`src/hdl/osd_sqrt.sv`:
```
// Pipelined digit-by-digit square root, rounded to nearest, one root bit per stage.
// Depends on osd_pkg only by convention; carries a side payload alongside.
`timescale 1ns / 1ps
`default_nettype none
module osd_sqrt #(
  parameter int RW     = 33,
  parameter int SIDE_W = 8
) (
  input  wire               clk,
  input  wire               en,
  input  wire  [2*RW-1:0]   s,
  input  wire  [SIDE_W-1:0] side_in,
  output logic [RW:0]       root,
  output logic [SIDE_W-1:0] side_out
);

  logic [RW+1:0]     rem_st [RW];
  logic [RW-1:0]     r_st   [RW];
  logic [2*RW-1:0]   s_st   [RW-1];
  logic [SIDE_W-1:0] sd_st  [RW];

  for (genvar j = 0; j < RW; j++) begin : g_stage
    logic [RW+1:0]     rem_in;
    logic [RW-1:0]     r_in;
    logic [2*RW-1:0]   s_in;
    logic [SIDE_W-1:0] sd_in;
    logic [RW+3:0]     rem_sh;
    logic [RW+3:0]     trial;
    logic [RW+3:0]     diff;
    logic              ge;

    if (j == 0) begin : g_first
      assign rem_in = '0;
      assign r_in   = '0;
      assign s_in   = s;
      assign sd_in  = side_in;
    end else begin : g_next
      assign rem_in = rem_st[j-1];
      assign r_in   = r_st[j-1];
      assign s_in   = s_st[j-1];
      assign sd_in  = sd_st[j-1];
    end

    // Bring down two bits and try the next root bit
    assign rem_sh = {rem_in, s_in[2*RW-1 -: 2]};
    assign trial  = {2'b00, r_in, 2'b01};
    assign ge     = rem_sh >= trial;
    assign diff   = rem_sh - trial;

    always_ff @(posedge clk) begin
      if (en) begin
        rem_st[j] <= ge ? diff[RW+1:0] : rem_sh[RW+1:0];
        r_st[j]   <= {r_in[RW-2:0], ge};
        sd_st[j]  <= sd_in;
      end
    end

    if (j < RW - 1) begin : g_shift
      always_ff @(posedge clk) begin
        if (en) begin
          s_st[j] <= {s_in[2*RW-3:0], 2'b00};
        end
      end
    end
  end

  // Round to nearest: step up when the remainder exceeds the root
  always_ff @(posedge clk) begin
    if (en) begin
      if (rem_st[RW-1] > {2'b00, r_st[RW-1]}) begin
        root <= {1'b0, r_st[RW-1]} + 1'b1;
      end else begin
        root <= {1'b0, r_st[RW-1]};
      end
      side_out <= sd_st[RW-1];
    end
  end

endmodule
`default_nettype wire

```
`config.mk`:
```
export PLATFORM = sky130hd
export DESIGN_NAME = osd_sqrt
export DESIGN_NICKNAME = d
export VERILOG_FILES = /design/src/hdl/osd_sqrt.sv
export SDC_FILE = /design/constraint.sdc
export NUM_CORES = 2
export LEC_CHECK = 0
export BUFFER_PORTS_ARGS = -buffer_cell sky130_fd_sc_hd__buf_2
export CAP_MARGIN = 20
export CORE_UTILIZATION = 34
export DETAILED_ROUTE_END_ITERATION = 16
export PLACE_DENSITY_LB_ADDON = 0.1
export SLEW_MARGIN = 10
export SYNTH_ARGS = -nofsm -noshare
export SYNTH_HDL_FRONTEND = slang
export SYNTH_MEMORY_MAX_BITS = 65536
export SYNTH_SLANG_ARGS = --single-unit
export TNS_END_PERCENT = 20
```
`constraint.sdc`:
```
create_clock -name clk -period 4.39 [get_ports clk]
set_input_delay 0.2195 -clock clk [delete_from_list [all_inputs] [get_ports clk]]
set_output_delay 0.2195 -clock clk [all_outputs]
set_load 0.03 [all_outputs]
```
==> flow_metrics.tcl <==
set metrics [dict create \
    final_cells 16721 \
    setup_viol 0 \
    min_period_ns 4.20 \
    cp_max_fo 5 \
    hpwl_mm 225 \
    seqPwrFrac 0.462 \
    p_clk_frac 0.335 \
    swShare 0.288 \
    root_buffer "clkbuf_16" \
    clockBufferDepth 4 \
    start_util 0.342 \
    die-area_mm2 0.409 \
    critPathSlowestCell "nor4_1" \
    die_h_um 639 \
    fin_util 0.394 \
    cp_slowest_stage_delay_ns 0.65 \
    antenna_found_initial 8 \
    cap_violations 0 \
    syn_nets 11181 \
    fmax_mhz 238 \
    post_cts_buffers 0 \
    p_total_uw 84500 \
    path_cells "or3_1 > or2_2 > nor4_1 > buf_2 > nand4_1 > nand4_1 > nor3_2 > nor3_1 > nand3_1 > nor3_1 > xor2_1" \
    rows 233 \
    slew_headroom 0.364 \
    antenna_left 0 \
    clkTransAtPathRegs_ns 0.06 \
    crit_family "simple AND/OR/NAND/NOR gates" \
    die_w_um 639 \
    worstMarginPinSlew_ns 0.945 \
    tns_ns 0 \
    path_depth 11 \
    report.final.slew_viol_count 0 \
    cts_buffers 349 \
    timing_worst_setup_path_type "flip-flop to flip-flop" \
    synth_area_mm2 0.138 \
    synth_edf_count 3025 \
    rsz0062_at_grt "false" \
    intPower_uw 60100 \
    overflow 0 \
    grt_pass1_vias 82501 \
    dr.pass1.iters 8 \
    arrival_ns 4.87 \
    required_ns 5.06 \
    finalNetCount 11753 \
    synth-async-reset-ratio 0 \
    area_growth_pct 15.1 \
    finalHoldViolations 0 \
    synth-main-ff-cell "edfxtp_1" \
    grt_pass1_wl_mm 485 \
    io_buffers 117 \
    ios 118 \
    crit_path_end_kind "flip-flop" \
    wl_per_cell_um 18.7 \
    layout-drive-gt1-share 0.0827 \
    critPathLaunchType "flip-flop" \
    reg2reg_depth 11 \
    timing.rr.start "rem_st[0][331]$_DFFE_PP_" \
    drt-initial-drc-count 5861 \
    clk_latency_ns 0.93 \
    min_period_over_period 0.957 \
    power_density_mw_per_mm2 531 \
    ys_seq_elements 3025 \
    hold_path_depth 3 \
    postSynthCellCount 10473 \
    place_congestion 0.880 \
    route.detailed.drc 0 \
    p_sw_uw 24400 \
    outcome "complete, no violations" \
    dp.cells 15951 \
    ir_drop_uv 298 \
    cts_tree "yes" \
    avgSynthCellArea_um2 13.2 \
    htree_num_levels 5 \
    fillers 38076 \
    min-delay-start "s[64]" \
    combPwrFrac 0.204 \
    synth_cell_types 93 \
    critPathBufInv 1 \
    yosysWarnings 0 \
    p_leak_uw 0.0600 \
    cp-startpoint "rem_st[0][331]$_DFFE_PP_" \
    vias 82086 \
    ys_seq_area_frac 0.658 \
    grt_max_degree 148 \
    vias_per_cell 4.91 \
    worst_hold_slack_ns 0.146 \
    routed_wl_mm 312 \
    grt_util_all_layers 0.150 \
    numClockSinks 3025 \
    finClkSkew_ns 0.0564 \
    core_mm2 0.403 \
    hold_class "input port to flip-flop" \
]
==> final timing paths <==
kind,slack [ns],to
max,0.19,rem_st[0][380]$_DFFE_PP_
min reg2reg,0.41,s_st[0][673]$_DFFE_PP_
min,0.15,rem_st[0][0]$_DFFE_PP_
max reg2reg,0.19,rem_st[0][380]$_DFFE_PP_
==> metrics by stage <==
stage	area [µm²]	setup slack, ns
after global placement	146000	-0.0907
after detailed placement	146000	0.305
final	159000	0.187
after CTS	159000	0.311
after floorplan	138000	0.765
after global routing	159000	0.0433
==> synth_stat cells (35+ instances only) <==
library cell / instances / area (µm²)
a21oi_1: 585 / 2930
ha_1: 632 / 7910
o21ai_0: 584 / 2920
clkbuf_1: 176 / 661
a31oi_1: 45 / 282
xor2_1: 494 / 4330
nand3_1: 164 / 821
or3_1: 116 / 726
nand2b_1: 124 / 776
nand2_1: 771 / 2890
o21a_1: 115 / 863
o21bai_1: 58 / 435
nor4_1: 124 / 776
o31ai_1: 73 / 548
nand4_1: 111 / 694
mux2_2: 72 / 811
or4_1: 74 / 556
edfxtp_1: 3025 / 90800
or2_2: 46 / 288
nor3_1: 295 / 1480
xnor2_1: 458 / 4010
and2_1: 35 / 219
a21o_1: 318 / 2390
inv_1: 809 / 3040
nor2_1: 528 / 1980
a211oi_1: 48 / 360
and3_1: 81 / 507
nor2b_1: 91 / 569
==> area by class of cell <==
cell class | instances | area (µm²) | share of cell area
Sequential cell | 3025 | 90800 | 0.571
Multi-Input combinational cell | 6431 | 43600 | 0.274
Clock inverter | 199 | 1920 | 0.0121
Tap cell | 5405 | 6760 | 0.0425
Clock buffer | 418 | 9160 | 0.0576
Antenna cell | 5 | 12.5 | 0.0000787
Timing Repair Buffer | 425 | 3720 | 0.0234
Inverter | 813 | 3050 | 0.0192
==> cell families after synthesis <==
logic type,count (synthesis),synth area share
AND/OR/NAND/NOR,2680,0.0965
adder cells (fa/ha/maj),632,0.0572
flip-flops,3025,0.658
buffers and inverters,1017,0.0278
multiplexers,92,0.00732
XOR/XNOR,953,0.0605
AO/OA/AOI/OAI,2073,0.0931
other,1,0.0000271
==> per-layer routing <==
layer | share of wire | routed length (µm) | global-route usage
met2 | 0.49 | 153000 | 0.258
met3 | 0.037 | 11500 | 0.0192
met5 | 0.000042 | 13 | 0
met1 | 0.44 | 138000 | 0.196
met4 | 0.031 | 9580 | 0.0475
==> worst reg2reg max path: stages (launching register included) <==
cell and delay, ns:
edfxtp_1 0.41, or3_1 0.39, or2_2 0.30, nor4_1 0.65, buf_2 0.29, nand4_1 0.30
nand4_1 0.26, nor3_2 0.08, nor3_1 0.64, nand3_1 0.28, nor3_1 0.25, xor2_1 0.11
==> power by group through the flow <==
stage / sequential [µW] / combinational, µW / clock (µW)
2_1_floorplan: 38400 / 12200 / 0
3_3_place_gp: 39700 / 17100 / 0
3_5_place_dp: 39700 / 17100 / 0
4_1_cts: 39100 / 17300 / 29500
5_1_grt: 39400 / 19200 / 30400
6_report: 39000 / 17200 / 28300
==> repair_timing <==
item	4_1_cts	5_1_grt
resized for setup	0	0
hold buffers	148	0
hold endpoints to repair	126	0
==> sequential cells by signal, indices dropped and copies added (netlist names) <==
register	flops
sd_st	264
side_out	8
rem_st	1102
s_st	1056
r_st	561
root	34
==> cell usage in the layout (no fill, tap or decap), types with 73 or more instances in the layout <==
cell type         n
buf_4           124
nor3_1          293
inv_1           809
nand2b_1        123
dlygate4sd3_1   148
nor2b_1          91
xor2_1          494
and3_1           81
or3_1           116
clkbuf_16       357
nand3_1         164
o21ai_0         583
or4_1            74
ha_1            632
nand2_1         771
a21o_1          318
a21oi_1         583
o31ai_1          73
o21a_1          115
nor2_1          527
nand4_1         111
xnor2_1         458
edfxtp_1       3025
buf_2           117
nor4_1          123
(Power assumes the default switching activity.)
