--- src/hdl/osd_pkg.sv ---
// Shared constants and helpers for the obstacle signed-distance pipeline.
// No dependencies; used by osd_lane, osd_div and the top level in this folder.
`timescale 1ns / 1ps
`default_nettype none
package osd_pkg;

  // Fixed field widths
  localparam int HALF_W    = 31;
  localparam int DIST_W    = 32;
  localparam int GRAD_W    = 16;
  localparam int FRAC_GRAD = 14;
  localparam int Q_BITS    = FRAC_GRAD + 1;
  localparam int OFF_W     = 34;

  // Unit gradient in Q2.14
  localparam logic [GRAD_W-1:0] ONE_GRAD = 16'd16384;

  // 1e-8 expressed in Q.32
  localparam int EPS_Q32 = 43;

  // Shape kinds
  localparam logic SHAPE_SPHERE = 1'b0;
  localparam logic SHAPE_BOX    = 1'b1;

  // Dimension register codes
  localparam logic [1:0] DIMS_2D    = 2'd2;
  localparam logic [1:0] DIMS_RESET = 2'd3;

  // Width of the per-axis penetration value
  function automatic int q_width(input int cw);
    return ((cw > HALF_W) ? cw : HALF_W) + 1;
  endfunction

endpackage
`default_nettype wire

--- src/hdl/osd_lane.sv ---
// One axis lane: difference, magnitude, box penetration and exact square.
// Depends on osd_pkg. Four register stages, all advanced by en.
`timescale 1ns / 1ps
`default_nettype none
module osd_lane #(
  parameter int CW = 32,
  localparam int QW = osd_pkg::q_width(CW)
) (
  input  wire                         clk,
  input  wire                         en,
  input  wire        [CW-1:0]         point,
  input  wire        [CW-1:0]         center,
  input  wire        [osd_pkg::HALF_W-1:0] half,
  input  wire                         kind,
  output logic       [CW-1:0]         v,
  output logic       [2*CW-1:0]       sq,
  output logic signed [QW-1:0]        q,
  output logic                        neg,
  output logic                        pos
);

  localparam int LO = (CW + 1) / 2;
  localparam int HW = CW - LO;
  localparam int PW = 2 * CW;

  logic signed [CW:0]             d1;
  logic [osd_pkg::HALF_W-1:0]     half1;
  logic                           kind1;

  logic [CW:0]                    mag_w;
  logic [CW-1:0]                  mag_c;
  logic signed [QW-1:0]           q_c;
  logic                           neg_c;
  logic                           pos_c;
  logic [CW-1:0]                  v_c;

  logic [CW-1:0]                  v2;
  logic signed [QW-1:0]           q2;
  logic                           neg2;
  logic                           pos2;

  logic [2*LO-1:0]                ll3;
  logic [HW+LO-1:0]               hl3;
  logic [2*HW-1:0]                hh3;
  logic [CW-1:0]                  v3;
  logic signed [QW-1:0]           q3;
  logic                           neg3;
  logic                           pos3;

  // Take the coordinate difference
  always_ff @(posedge clk) begin
    if (en) begin
      d1    <= $signed({point[CW-1], point}) - $signed({center[CW-1], center});
      half1 <= half;
      kind1 <= kind;
    end
  end

  // Form magnitude, penetration and the value to square
  always_comb begin
    neg_c = d1[CW];
    mag_w = neg_c ? (~d1 + 1'b1) : d1;
    mag_c = mag_w[CW-1:0];
    q_c   = $signed({{(QW-CW){1'b0}}, mag_c})
          - $signed({{(QW-osd_pkg::HALF_W){1'b0}}, half1});
    pos_c = !q_c[QW-1] && (q_c != '0);
    if (kind1 == osd_pkg::SHAPE_SPHERE) begin
      v_c = mag_c;
    end else if (pos_c) begin
      v_c = q_c[CW-1:0];
    end else begin
      v_c = '0;
    end
  end

  always_ff @(posedge clk) begin
    if (en) begin
      v2   <= v_c;
      q2   <= q_c;
      neg2 <= neg_c;
      pos2 <= pos_c;
    end
  end

  // Split the square into partial products
  always_ff @(posedge clk) begin
    if (en) begin
      ll3  <= v2[LO-1:0] * v2[LO-1:0];
      hl3  <= v2[CW-1:LO] * v2[LO-1:0];
      hh3  <= v2[CW-1:LO] * v2[CW-1:LO];
      v3   <= v2;
      q3   <= q2;
      neg3 <= neg2;
      pos3 <= pos2;
    end
  end

  // Combine partial products
  always_ff @(posedge clk) begin
    if (en) begin
      sq  <= {hh3, {(2*LO){1'b0}}}
           + {{(HW-1){1'b0}}, hl3, {(LO+1){1'b0}}}
           + {{(PW-2*LO){1'b0}}, ll3};
      v   <= v3;
      q   <= q3;
      neg <= neg3;
      pos <= pos3;
    end
  end

endmodule
`default_nettype wire

--- config.mk ---
export PLATFORM = sky130hd
export DESIGN_NAME = osd_lane
export DESIGN_NICKNAME = d
export VERILOG_FILES = /design/src/hdl/osd_pkg.sv /design/src/hdl/osd_lane.sv
export SDC_FILE = /design/constraint.sdc
export NUM_CORES = 2
export LEC_CHECK = 0
export BUFFER_PORTS_ARGS = -buffer_cell sky130_fd_sc_hd__buf_4
export CORE_ASPECT_RATIO = 0.7
export CORE_UTILIZATION = 50
export CTS_CLUSTER_DIAMETER = 100
export DETAILED_ROUTE_END_ITERATION = 16
export PLACE_DENSITY = 0.7
export SLEW_MARGIN = 30
export SYNTH_ARGS = -nofsm -noshare
export SYNTH_HDL_FRONTEND = slang
export SYNTH_SLANG_ARGS = --single-unit
--- constraint.sdc ---
create_clock -name clk -period 8.6 [get_ports clk]
set_input_delay 1.72 -clock clk [delete_from_list [all_inputs] [get_ports clk]]
set_output_delay 1.72 -clock clk [all_outputs]
set_load 0.01 [all_outputs]
==> results.ini <==
[run_status]
status = finished, final reports clean

[cells_and_area]
fin_cells = 5321
drive_gt1_share_pct = 9.01
final_common_cell = inv_1
n_antenna_cell = 0
nets = 5230
syn_to_final_growth_pct = 10.8
mostFrequentLayoutCells = inv_1, fa_1, edfxtp_1, ha_1, nand2_1

[worst_setup_path]
worst_ep_required_time_ps = 8960
cp_cell_sequence = nand2_1 -> fa_1 -> fa_1 -> fa_1 -> fa_1 -> inv_1 -> fa_1 -> inv_1 -> fa_1 -> inv_1 -> ha_1 -> a2111oi_0 -> a21o_1 -> o21ai_0 -> a221o_1 -> a221oi_1 -> a21oi_1 -> a211oi_1 -> a21oi_1 -> xnor2_1
endpoint_kind = flip-flop
timing.rr.end = hl3[31]$_DFFE_PP_
r2r_slack_ps = 1040
crit_buf_inv = 3
cp.arrival_ps = 7920
critPathMaxStageDelay_ps = 1010
crit_top_cell = fa_1
worst-path-max-fanout = 23
r2r_cells = 20
r2r-start = v2[24]$_DFFE_PP_
critPathSlowestCell = edfxtp_1
critPathLaunchType = flip-flop
critPathKind = reg -> reg
cp_top_family = adder cells

[route]
drt_first_pass_iters = 6
drt_iter0_drc = 1905
ant_nets = 0
wl_per_cell_um = 17.8
vias = 28200
vias_per_cell = 5.30
wl_mm = 94.9
drc = 0

[timing]
setup-violations-final = 0
finalHoldViolCount = 0
skew_ps = 42.0
slew_viol_final = 0
finalSetupTns_ps = 0
rsz0062_at_grt = false
fin_crit_sh_pct = 87.9
worst_slew_pin_slew_ps = 1040
max-slew-margin-rel_pct = 30.7
finalCriticalPeriod_ps = 7560
fmax_mhz = 132

[global_route]
grt_pass1_vias = 29500
antenna_found_initial = 0
grt_max_degree = 155
grt_usage_pct = 23.4
grt_pass1_wl_mm = 157
grt_overflow = 0

[clocking]
cts_tree = yes
numCtsBuffers = 43
clk_latency_ps = 620
clock-root-buffer = clkbuf_16
clk_pin_slew_ps = 70
clockBufferDepth = 3
htreeDepth = 2
cts_num_sinks = 420
cts_hold_buffers = 0
ctsResizeCount = 0
cts_setup_buffers = 0

[logic_synthesis]
netlist_area_um2 = 41700
netlist.top_cell.by_area = edfxtp_1
synth_seq_cells = 420
ys_warn_count = 0
ys_async_sr_fraction_pct = 0
synth_edf_count = 420
synthCells = 4001
netlist.area_leader.share_pct = 30.3
synth_cell_types = 78
syn_area_per_cell_um2 = 10.4
synth_fp_nets = 5023
yosysSeqAreaShare_pct = 30.3
synth_area_leaders = edfxtp_1, fa_1, ha_1, inv_1, nand2_1
synth_ff_type = edfxtp_1

[placement]
port_buffers = 227
placedCellCount = 5242
place_hpwl_mm = 73.3
gp_congestion = 0.900

[die]
initial_core_util_pct = 50.5
ios = 229
dieWidth_um = 347
fp.dieH_um = 244
fp.dieArea_um2 = 84500
rows = 88
coreArea_um2 = 82500

[flow_run]
drv_cap = 0

[min_path]
hold_depth = 0
worstHoldPathType = reg -> reg
worstHoldStart = q3[22]$_DFFE_PP_
min_to = q[22]$_DFFE_PP_

## sequential cells by signal, indices dropped and copies added, names as in the netlist, 32 cells and up
name	cells
q	33
d1	33
hl3	32
sq	62
v2	32
v	32
q2	33
q3	33
## kinds of logic (layout without fill, tap and decap cells)
family | count (synthesis) | count (layout) | synth area share [%]
DFF | 420 | 420 | 30.3
and+or+nand+nor | 1003 | 1003 | 11.4
xor gates and xnor gates | 212 | 212 | 4.46
muxes | 4 | 4 | 0.102
other | 1 | 1 | 0.00900
buffers and inverters | 917 | 1157 | 8.28
AOI/OAI and AO/OA | 520 | 520 | 8.26
adders and majority gates | 924 | 924 | 37.2
## routing by layer
layer | part of all wire [%] | wire length, um | global-route usage [%]
met1 | 46 | 43700 | 33.3
met2 | 45 | 43100 | 37.4
met3 | 6.7 | 6340 | 4.15
met4 | 2.0 | 1860 | 5.10
met5 | 0 | 0 | 0
## cell usage after synthesis (all sizes together) (5+ instances only)
cell / n
a2111oi: 11
a211oi: 24
a21o: 71
a21oi: 167
a31oi: 8
and2: 179
and3: 19
and4: 7
clkbuf: 114
edfxtp: 420
fa: 523
ha: 401
inv: 797
nand2: 394
nand2b: 32
nand3: 43
nand4: 10
nor2: 197
nor2b: 32
nor3: 29
nor3b: 5
o2111ai: 7
o211ai: 12
o21a: 33
o21ai: 78
o21bai: 25
o31a: 6
o31ai: 17
o41ai: 11
or2: 15
or3: 17
or4: 11
xnor2: 160
xor2: 52
## worst max-delay path by stage
stage	slack, ps	cells past startpoint	endpoint	from
finish	1040	20	hl3[31]$_DFFE_PP_	v2[24]$_DFFE_PP_
global placement	1350	22	hl3[30]$_DFFE_PP_	v2[25]$_DFFE_PP_
detailed placement	1170	21	hl3[31]$_DFFE_PP_	v2[23]$_DFFE_PP_
floorplan	1900	25	hl3[30]$_DFFE_PP_	v2[23]$_DFFE_PP_
CTS	1120	20	hh3[31]$_DFFE_PP_	v2[23]$_DFFE_PP_
global route	600	20	hl3[31]$_DFFE_PP_	v2[24]$_DFFE_PP_
## layout make-up
cell class                 instances  area [um^2]
fill                            7075        36300
tap                             1080         1350
multi-input combinational       2664        25600
clock inverter                    32          369
timing repair buffer             279         2150
sequential                       420        12600
clock buffer                      46         1090
inverter                         800         3000
## per-stage QoR
stage	util (%)	instance area, um^2	worst slack (ps)	hold WS (ps)
3_3_place_gp	54.2	44700	1350	401
3_5_place_dp	54.2	44700	1170	405
2_1_floorplan	-	41700	1900	400
5_1_grt	56.0	46200	600	420
4_1_cts	56.0	46200	1120	417
6_report	56.0	46200	1040	418
Power is left out: the tool's default activity adds up to more than one toggle a clock period on the data nets, which glitch-free logic cannot reach.
