--- src/hdl/osd_pkg.sv ---
// Shared constants and helpers for the obstacle signed-distance pipeline.
// No dependencies; used by osd_lane, osd_div and the top level in this folder.
`timescale 1ns / 1ps
`default_nettype none
package osd_pkg;

  // Fixed field widths
  localparam int HALF_W    = 31;
  localparam int DIST_W    = 32;
  localparam int GRAD_W    = 16;
  localparam int FRAC_GRAD = 14;
  localparam int Q_BITS    = FRAC_GRAD + 1;
  localparam int OFF_W     = 34;

  // Unit gradient in Q2.14
  localparam logic [GRAD_W-1:0] ONE_GRAD = 16'd16384;

  // 1e-8 expressed in Q.32
  localparam int EPS_Q32 = 43;

  // Shape kinds
  localparam logic SHAPE_SPHERE = 1'b0;
  localparam logic SHAPE_BOX    = 1'b1;

  // Dimension register codes
  localparam logic [1:0] DIMS_2D    = 2'd2;
  localparam logic [1:0] DIMS_RESET = 2'd3;

  // Width of the per-axis penetration value
  function automatic int q_width(input int cw);
    return ((cw > HALF_W) ? cw : HALF_W) + 1;
  endfunction

endpackage
`default_nettype wire

--- src/hdl/osd_div.sv ---
// Pipelined restoring divider for one gradient component: round(num * 2^14 / den).
// Depends on osd_pkg. One setup stage, then one quotient bit per stage.
`timescale 1ns / 1ps
`default_nettype none
module osd_div #(
  parameter int NUM_W = 32,
  parameter int DEN_W = 34
) (
  input  wire                          clk,
  input  wire                          en,
  input  wire  [NUM_W-1:0]             num,
  input  wire  [DEN_W-1:0]             den,
  output logic [osd_pkg::Q_BITS-1:0]   quot
);

  localparam int QB = osd_pkg::Q_BITS;
  localparam int FG = osd_pkg::FRAC_GRAD;
  localparam int NW = NUM_W + FG + 1;

  logic [NW-1:0]    n_c;
  logic [DEN_W-1:0] rem_st [QB];
  logic [QB-1:0]    low_st [QB];
  logic [DEN_W-1:0] den_st [QB];
  logic [QB-1:0]    quo_st [QB];

  // Scaled numerator plus half the divisor for rounding
  assign n_c = {1'b0, num, {FG{1'b0}}} + {{(NW-DEN_W+1){1'b0}}, den[DEN_W-1:1]};

  always_ff @(posedge clk) begin
    if (en) begin
      rem_st[0] <= {{(DEN_W-NUM_W){1'b0}}, n_c[NW-1:QB]};
      low_st[0] <= n_c[QB-1:0];
      den_st[0] <= den;
      quo_st[0] <= '0;
    end
  end

  for (genvar i = 1; i <= QB; i++) begin : g_step
    logic [DEN_W:0] sh;
    logic [DEN_W:0] diff;
    logic           ge;

    // Shift in the next numerator bit and subtract when it fits
    assign sh   = {rem_st[i-1], low_st[i-1][QB-1]};
    assign ge   = sh >= {1'b0, den_st[i-1]};
    assign diff = sh - {1'b0, den_st[i-1]};

    if (i < QB) begin : g_mid
      always_ff @(posedge clk) begin
        if (en) begin
          rem_st[i] <= ge ? diff[DEN_W-1:0] : sh[DEN_W-1:0];
          low_st[i] <= {low_st[i-1][QB-2:0], 1'b0};
          den_st[i] <= den_st[i-1];
          quo_st[i] <= {quo_st[i-1][QB-2:0], ge};
        end
      end
    end else begin : g_last
      always_ff @(posedge clk) begin
        if (en) begin
          quot <= {quo_st[i-1][QB-2:0], ge};
        end
      end
    end
  end

endmodule
`default_nettype wire

--- config.mk ---
export PLATFORM = sky130hd
export DESIGN_NAME = osd_div
export DESIGN_NICKNAME = d
export VERILOG_FILES = /design/src/hdl/osd_pkg.sv /design/src/hdl/osd_div.sv
export SDC_FILE = /design/constraint.sdc
export NUM_CORES = 2
export LEC_CHECK = 0
export ABC_CLOCK_PERIOD_IN_PS = 3300
export BUFFER_PORTS_ARGS = -buffer_cell sky130_fd_sc_hd__buf_2
export CORE_UTILIZATION = 45
export CTS_CLUSTER_DIAMETER = 120
export DETAILED_ROUTE_END_ITERATION = 6
export HOLD_SLACK_MARGIN = 0.05
export PLACE_DENSITY = 0.71
export SLEW_MARGIN = 20
export SYNTH_ARGS = -nofsm -noshare
export SYNTH_HDL_FRONTEND = slang
export SYNTH_SLANG_ARGS = --single-unit
--- constraint.sdc ---
create_clock -name clk -period 3.3 [get_ports clk]
set_clock_uncertainty 0.05 [all_clocks]
set_input_delay 0.165 -clock clk [delete_from_list [all_inputs] [get_ports clk]]
set_output_delay 0.165 -clock clk [all_outputs]
set_load 0.05 [all_outputs]
==> impl_metrics.csv <==
group,metric,value,unit
outcome,status,"finished, violations left",
outcome,violations,"setup timing",
timing,setup_tns,-46.31,ns
timing,slew_headroom,55.9,%
clock_network,clkTransAtPathRegs,0.06,ns
worst_hold_path,holdPathStages,2,
yosys,avgSynthCellArea,11.1,um^2
yosys,synthFlopType,"edfxtp_1",
yosys,synth-seq-cells,1139,
power_and_ir_drop,comb_power_share,55.7,%
power_and_ir_drop,seq_power_share,28.1,%
yosys,synth.top_cell.area_share,51.4,%
power_and_ir_drop,p_switching,30.7,mW
global_route,met2_usage,42.6,%
yosys,synth_cell_types,90,
detailed_routing,avgRoutedWirePerCell,18.2,um
final_layout,syn2layout_area_growth,32.9,%
final_layout,regArea,34200,um^2
yosys,yosysSeqAreaShare,51.4,%
timing,setup-violations-final,371,
worst_setup_path,r2r_setup_slack,-0.37,ns
place,io_buffers,82,
final_layout,drive_above_1_share,30.6,%
detailed_routing,viasPerCell,5.37,
place,place_ws,-0.477,ns
global_route,grt_pass1_vias,51800,
yosys,syn_area,66500,um^2
worst_hold_path,holdCritStartpoint,"den[4]",
clock_network,clock-root-buffer,"clkbuf_16",
die,die_w,386,um
final_layout,fillers,11100,
global_route,grt_overflow,0,
timing,slew_violations,0,
power_and_ir_drop,powerDensity,953,nW/um^2
timing,rsz0062_at_grt,"true",
yosys,synth_warnings,0,
place,dp_hpwl,118,mm
timing,timing.final.crit_share,111,%
yosys,synth-edff-count,1139,
clock_network,cts_buffers,121,
die,initial_core_util,45.5,%
die,die_area,149000,um^2
timing,period_minus_slack,3.67,ns
worst_setup_path,rr_endpoint,"rem_st[4][30]",
detailed_routing,routed_wirelength,171,mm
global_route,antenna_found_initial,0,
power_and_ir_drop,p_int,53.5,mW
timing,fmax,273,MHz
worst_setup_path,crit_type,"reg2reg",
power_and_ir_drop,swShare,36.5,%
power_and_ir_drop,vdd_drop_max,0.526,mV
die,core_region_area,146000,um^2
final_layout,multi_input_area,33400,um^2
worst_setup_path,crit_arrival,4.09,ns
worst_hold_path,hold_end,"den_st[0][4]",
final_layout,layout.nets,7971,
global_route,grt_usage,21.2,%
yosys,synth_commonest_cells,"edfxtp_1, inv_1, a21oi_1",
yosys,async_reset_ff_share,0,%
die,die_h,386,um
yosys,synth_area_leaders,"edfxtp_1, ha_1, a21oi_1",
clock_network,cts_tree,"built",
detailed_routing,drc,0,
clock_network,cts_sinks,1139,
worst_setup_path,end_kind,"register",
yosys,syn_nets,6622,
worst_setup_path,required,3.73,ns
detailed_routing,vias,50400,
global_route,top_usage_layer,"met2",
timing,hold_viol_final,0,
timing,worst_pin_slew,0.653,ns
worst_setup_path,path_max_fanout,2,
worst_setup_path,cp-start-kind,"register",
worst_setup_path,regToRegStartpoint,"den_st[3][12]",
place,gp_congestion,0.959,
die,rows,140,
yosys,yosysMostFrequentCell,"edfxtp_1",
global_route,grt_max_degree,93,
timing,whs,0.117,ns
global_route,grt_pass1_wl,255,mm
global_route,met1_usage,19.4,%
yosys,synth_cells,6011,
clock_network,cts_buffer_depth,3,
yosys,synth_area_leader_cell,"edfxtp_1",
detailed_routing,first_iter_violations,2463,
worst_hold_path,min_path_type,"in2reg",
detailed_routing,dr.pass1.iters,5,
clock_network,insertion_delay,0.73,ns
detailed_routing,ant_nets,0,
global_route,met3_usage,2.48,%
power_and_ir_drop,clock_power_share,16.2,%
flow_run,cap_violations,0,
timing,worst_slack,-0.367,ns
die,io_pins,83,
clock_network,htree_levels,3,
worst_setup_path,r2r_cells,15,
power_and_ir_drop,p_leak,37.9,nW
==> registers in the layout (all words and copies together), names as in the netlist <==
name,flops
quot,15
den_st,510
rem_st,508
low_st,1
quo_st,105
==> layout make-up <==
type | count | area share [%]
clock inverters | 76 | 0.888
flip-flops and latches | 1139 | 38.7
well taps | 1917 | 2.71
inverters | 628 | 2.67
clock buffers | 145 | 3.58
repair buffers | 1372 | 13.7
diodes | 2 | 0.00566
multi-input cells | 4098 | 37.8
==> stage by stage <==
| step | power [mW] | utilization, % | instance area [um^2] | cells |
|---|---|---|---|---|
| 3_5_place_dp | 60.9 | 52.5 | 76700 | 8815 |
| 6_report | 84.2 | 60.5 | 88400 | 9377 |
| 3_3_place_gp | 60.1 | 52.5 | 76700 | 8815 |
| 4_1_cts | 79.2 | 58.2 | 85000 | 9266 |
| 5_1_grt | 89.1 | 60.5 | 88400 | 9375 |
| 2_1_floorplan | 47.6 | - | 66900 | 6011 |
==> timing repair <==
item                                    in CTS  in global routing
resized for setup                          462                566
hold endpoints to repair                   111                  0
buffers inserted                           133                111
hold buffers                                82                  0
endpoints found under the setup margin     460                494
cloned                                      20                 25
pin swaps                                  173                204
==> worst max path at each step <==
stage | start | to | slack (ns) | cells past startpoint
after CTS | den_st[7][8] | rem_st[8][30] | -0.37 | 14
after detailed placement | rem_st[11][1] | rem_st[12][29] | -0.48 | 14
final | den_st[3][12] | rem_st[4][30] | -0.37 | 15
after global routing | den_st[3][12] | rem_st[4][32] | -0.46 | 15
after floorplan | den_st[12][3] | rem_st[13][30] | -0.14 | 15
after global placement | den_st[12][3] | rem_st[13][30] | -0.37 | 15
==> critical path, stage by stage (launching register included) <==
cell      delay (ns)
edfxtp_1        0.40
inv_2           0.10
ha_4            0.13
inv_2           0.04
fa_2            0.33
a21o_1          0.19
a21oi_4         0.18
o221ai_4        0.16
a221o_1         0.37
a211oi_2        0.29
o31ai_2         0.13
a221o_1         0.37
buf_6           0.15
a31oi_4         0.17
xnor2_1         0.09
mux2_4          0.26
==> placed cells by master, fill, tap and decap left out, types with 103 or more instances in the layout <==
| cell type | n |
|---|---|
| buf_4 | 1020 |
| a21oi_1 | 472 |
| xor2_1 | 173 |
| o21ai_0 | 234 |
| a21o_1 | 315 |
| a21oi_2 | 142 |
| mux2_4 | 103 |
| nand2_1 | 332 |
| nor2_1 | 267 |
| inv_1 | 586 |
| xnor2_1 | 276 |
| ha_1 | 456 |
| clkbuf_16 | 144 |
| edfxtp_1 | 1139 |
==> routing by layer <==
layer	vias up	wire length, um
met2	1205	94800
met5	-	0
met3	596	4720
li1	24700	-
met4	0	14300
met1	23900	57200
==> cells by family after synthesis <==
logic type	after synthesis	share of synthesized area [%]
AO/OA/AOI/OAI	1659	15.6
AND/OR/NAND/NOR	1252	8.88
flip-flops	1139	51.4
buffers and inverters	775	4.50
adder cells (fa/ha/maj)	543	10.4
XOR/XNOR	453	5.97
multiplexers	190	3.25
==> power groups by stage <==
stage | clock (mW) | combinational (mW) | sequential, mW
after detailed placement | 0 | 37.3 | 23.6
after CTS | 13.9 | 41.9 | 23.4
final | 13.6 | 46.9 | 23.7
after floorplan | 0 | 24.8 | 22.9
after global routing | 14.5 | 50.6 | 24.0
after global placement | 0 | 36.6 | 23.6
Power figures use the tool's default switching activity.
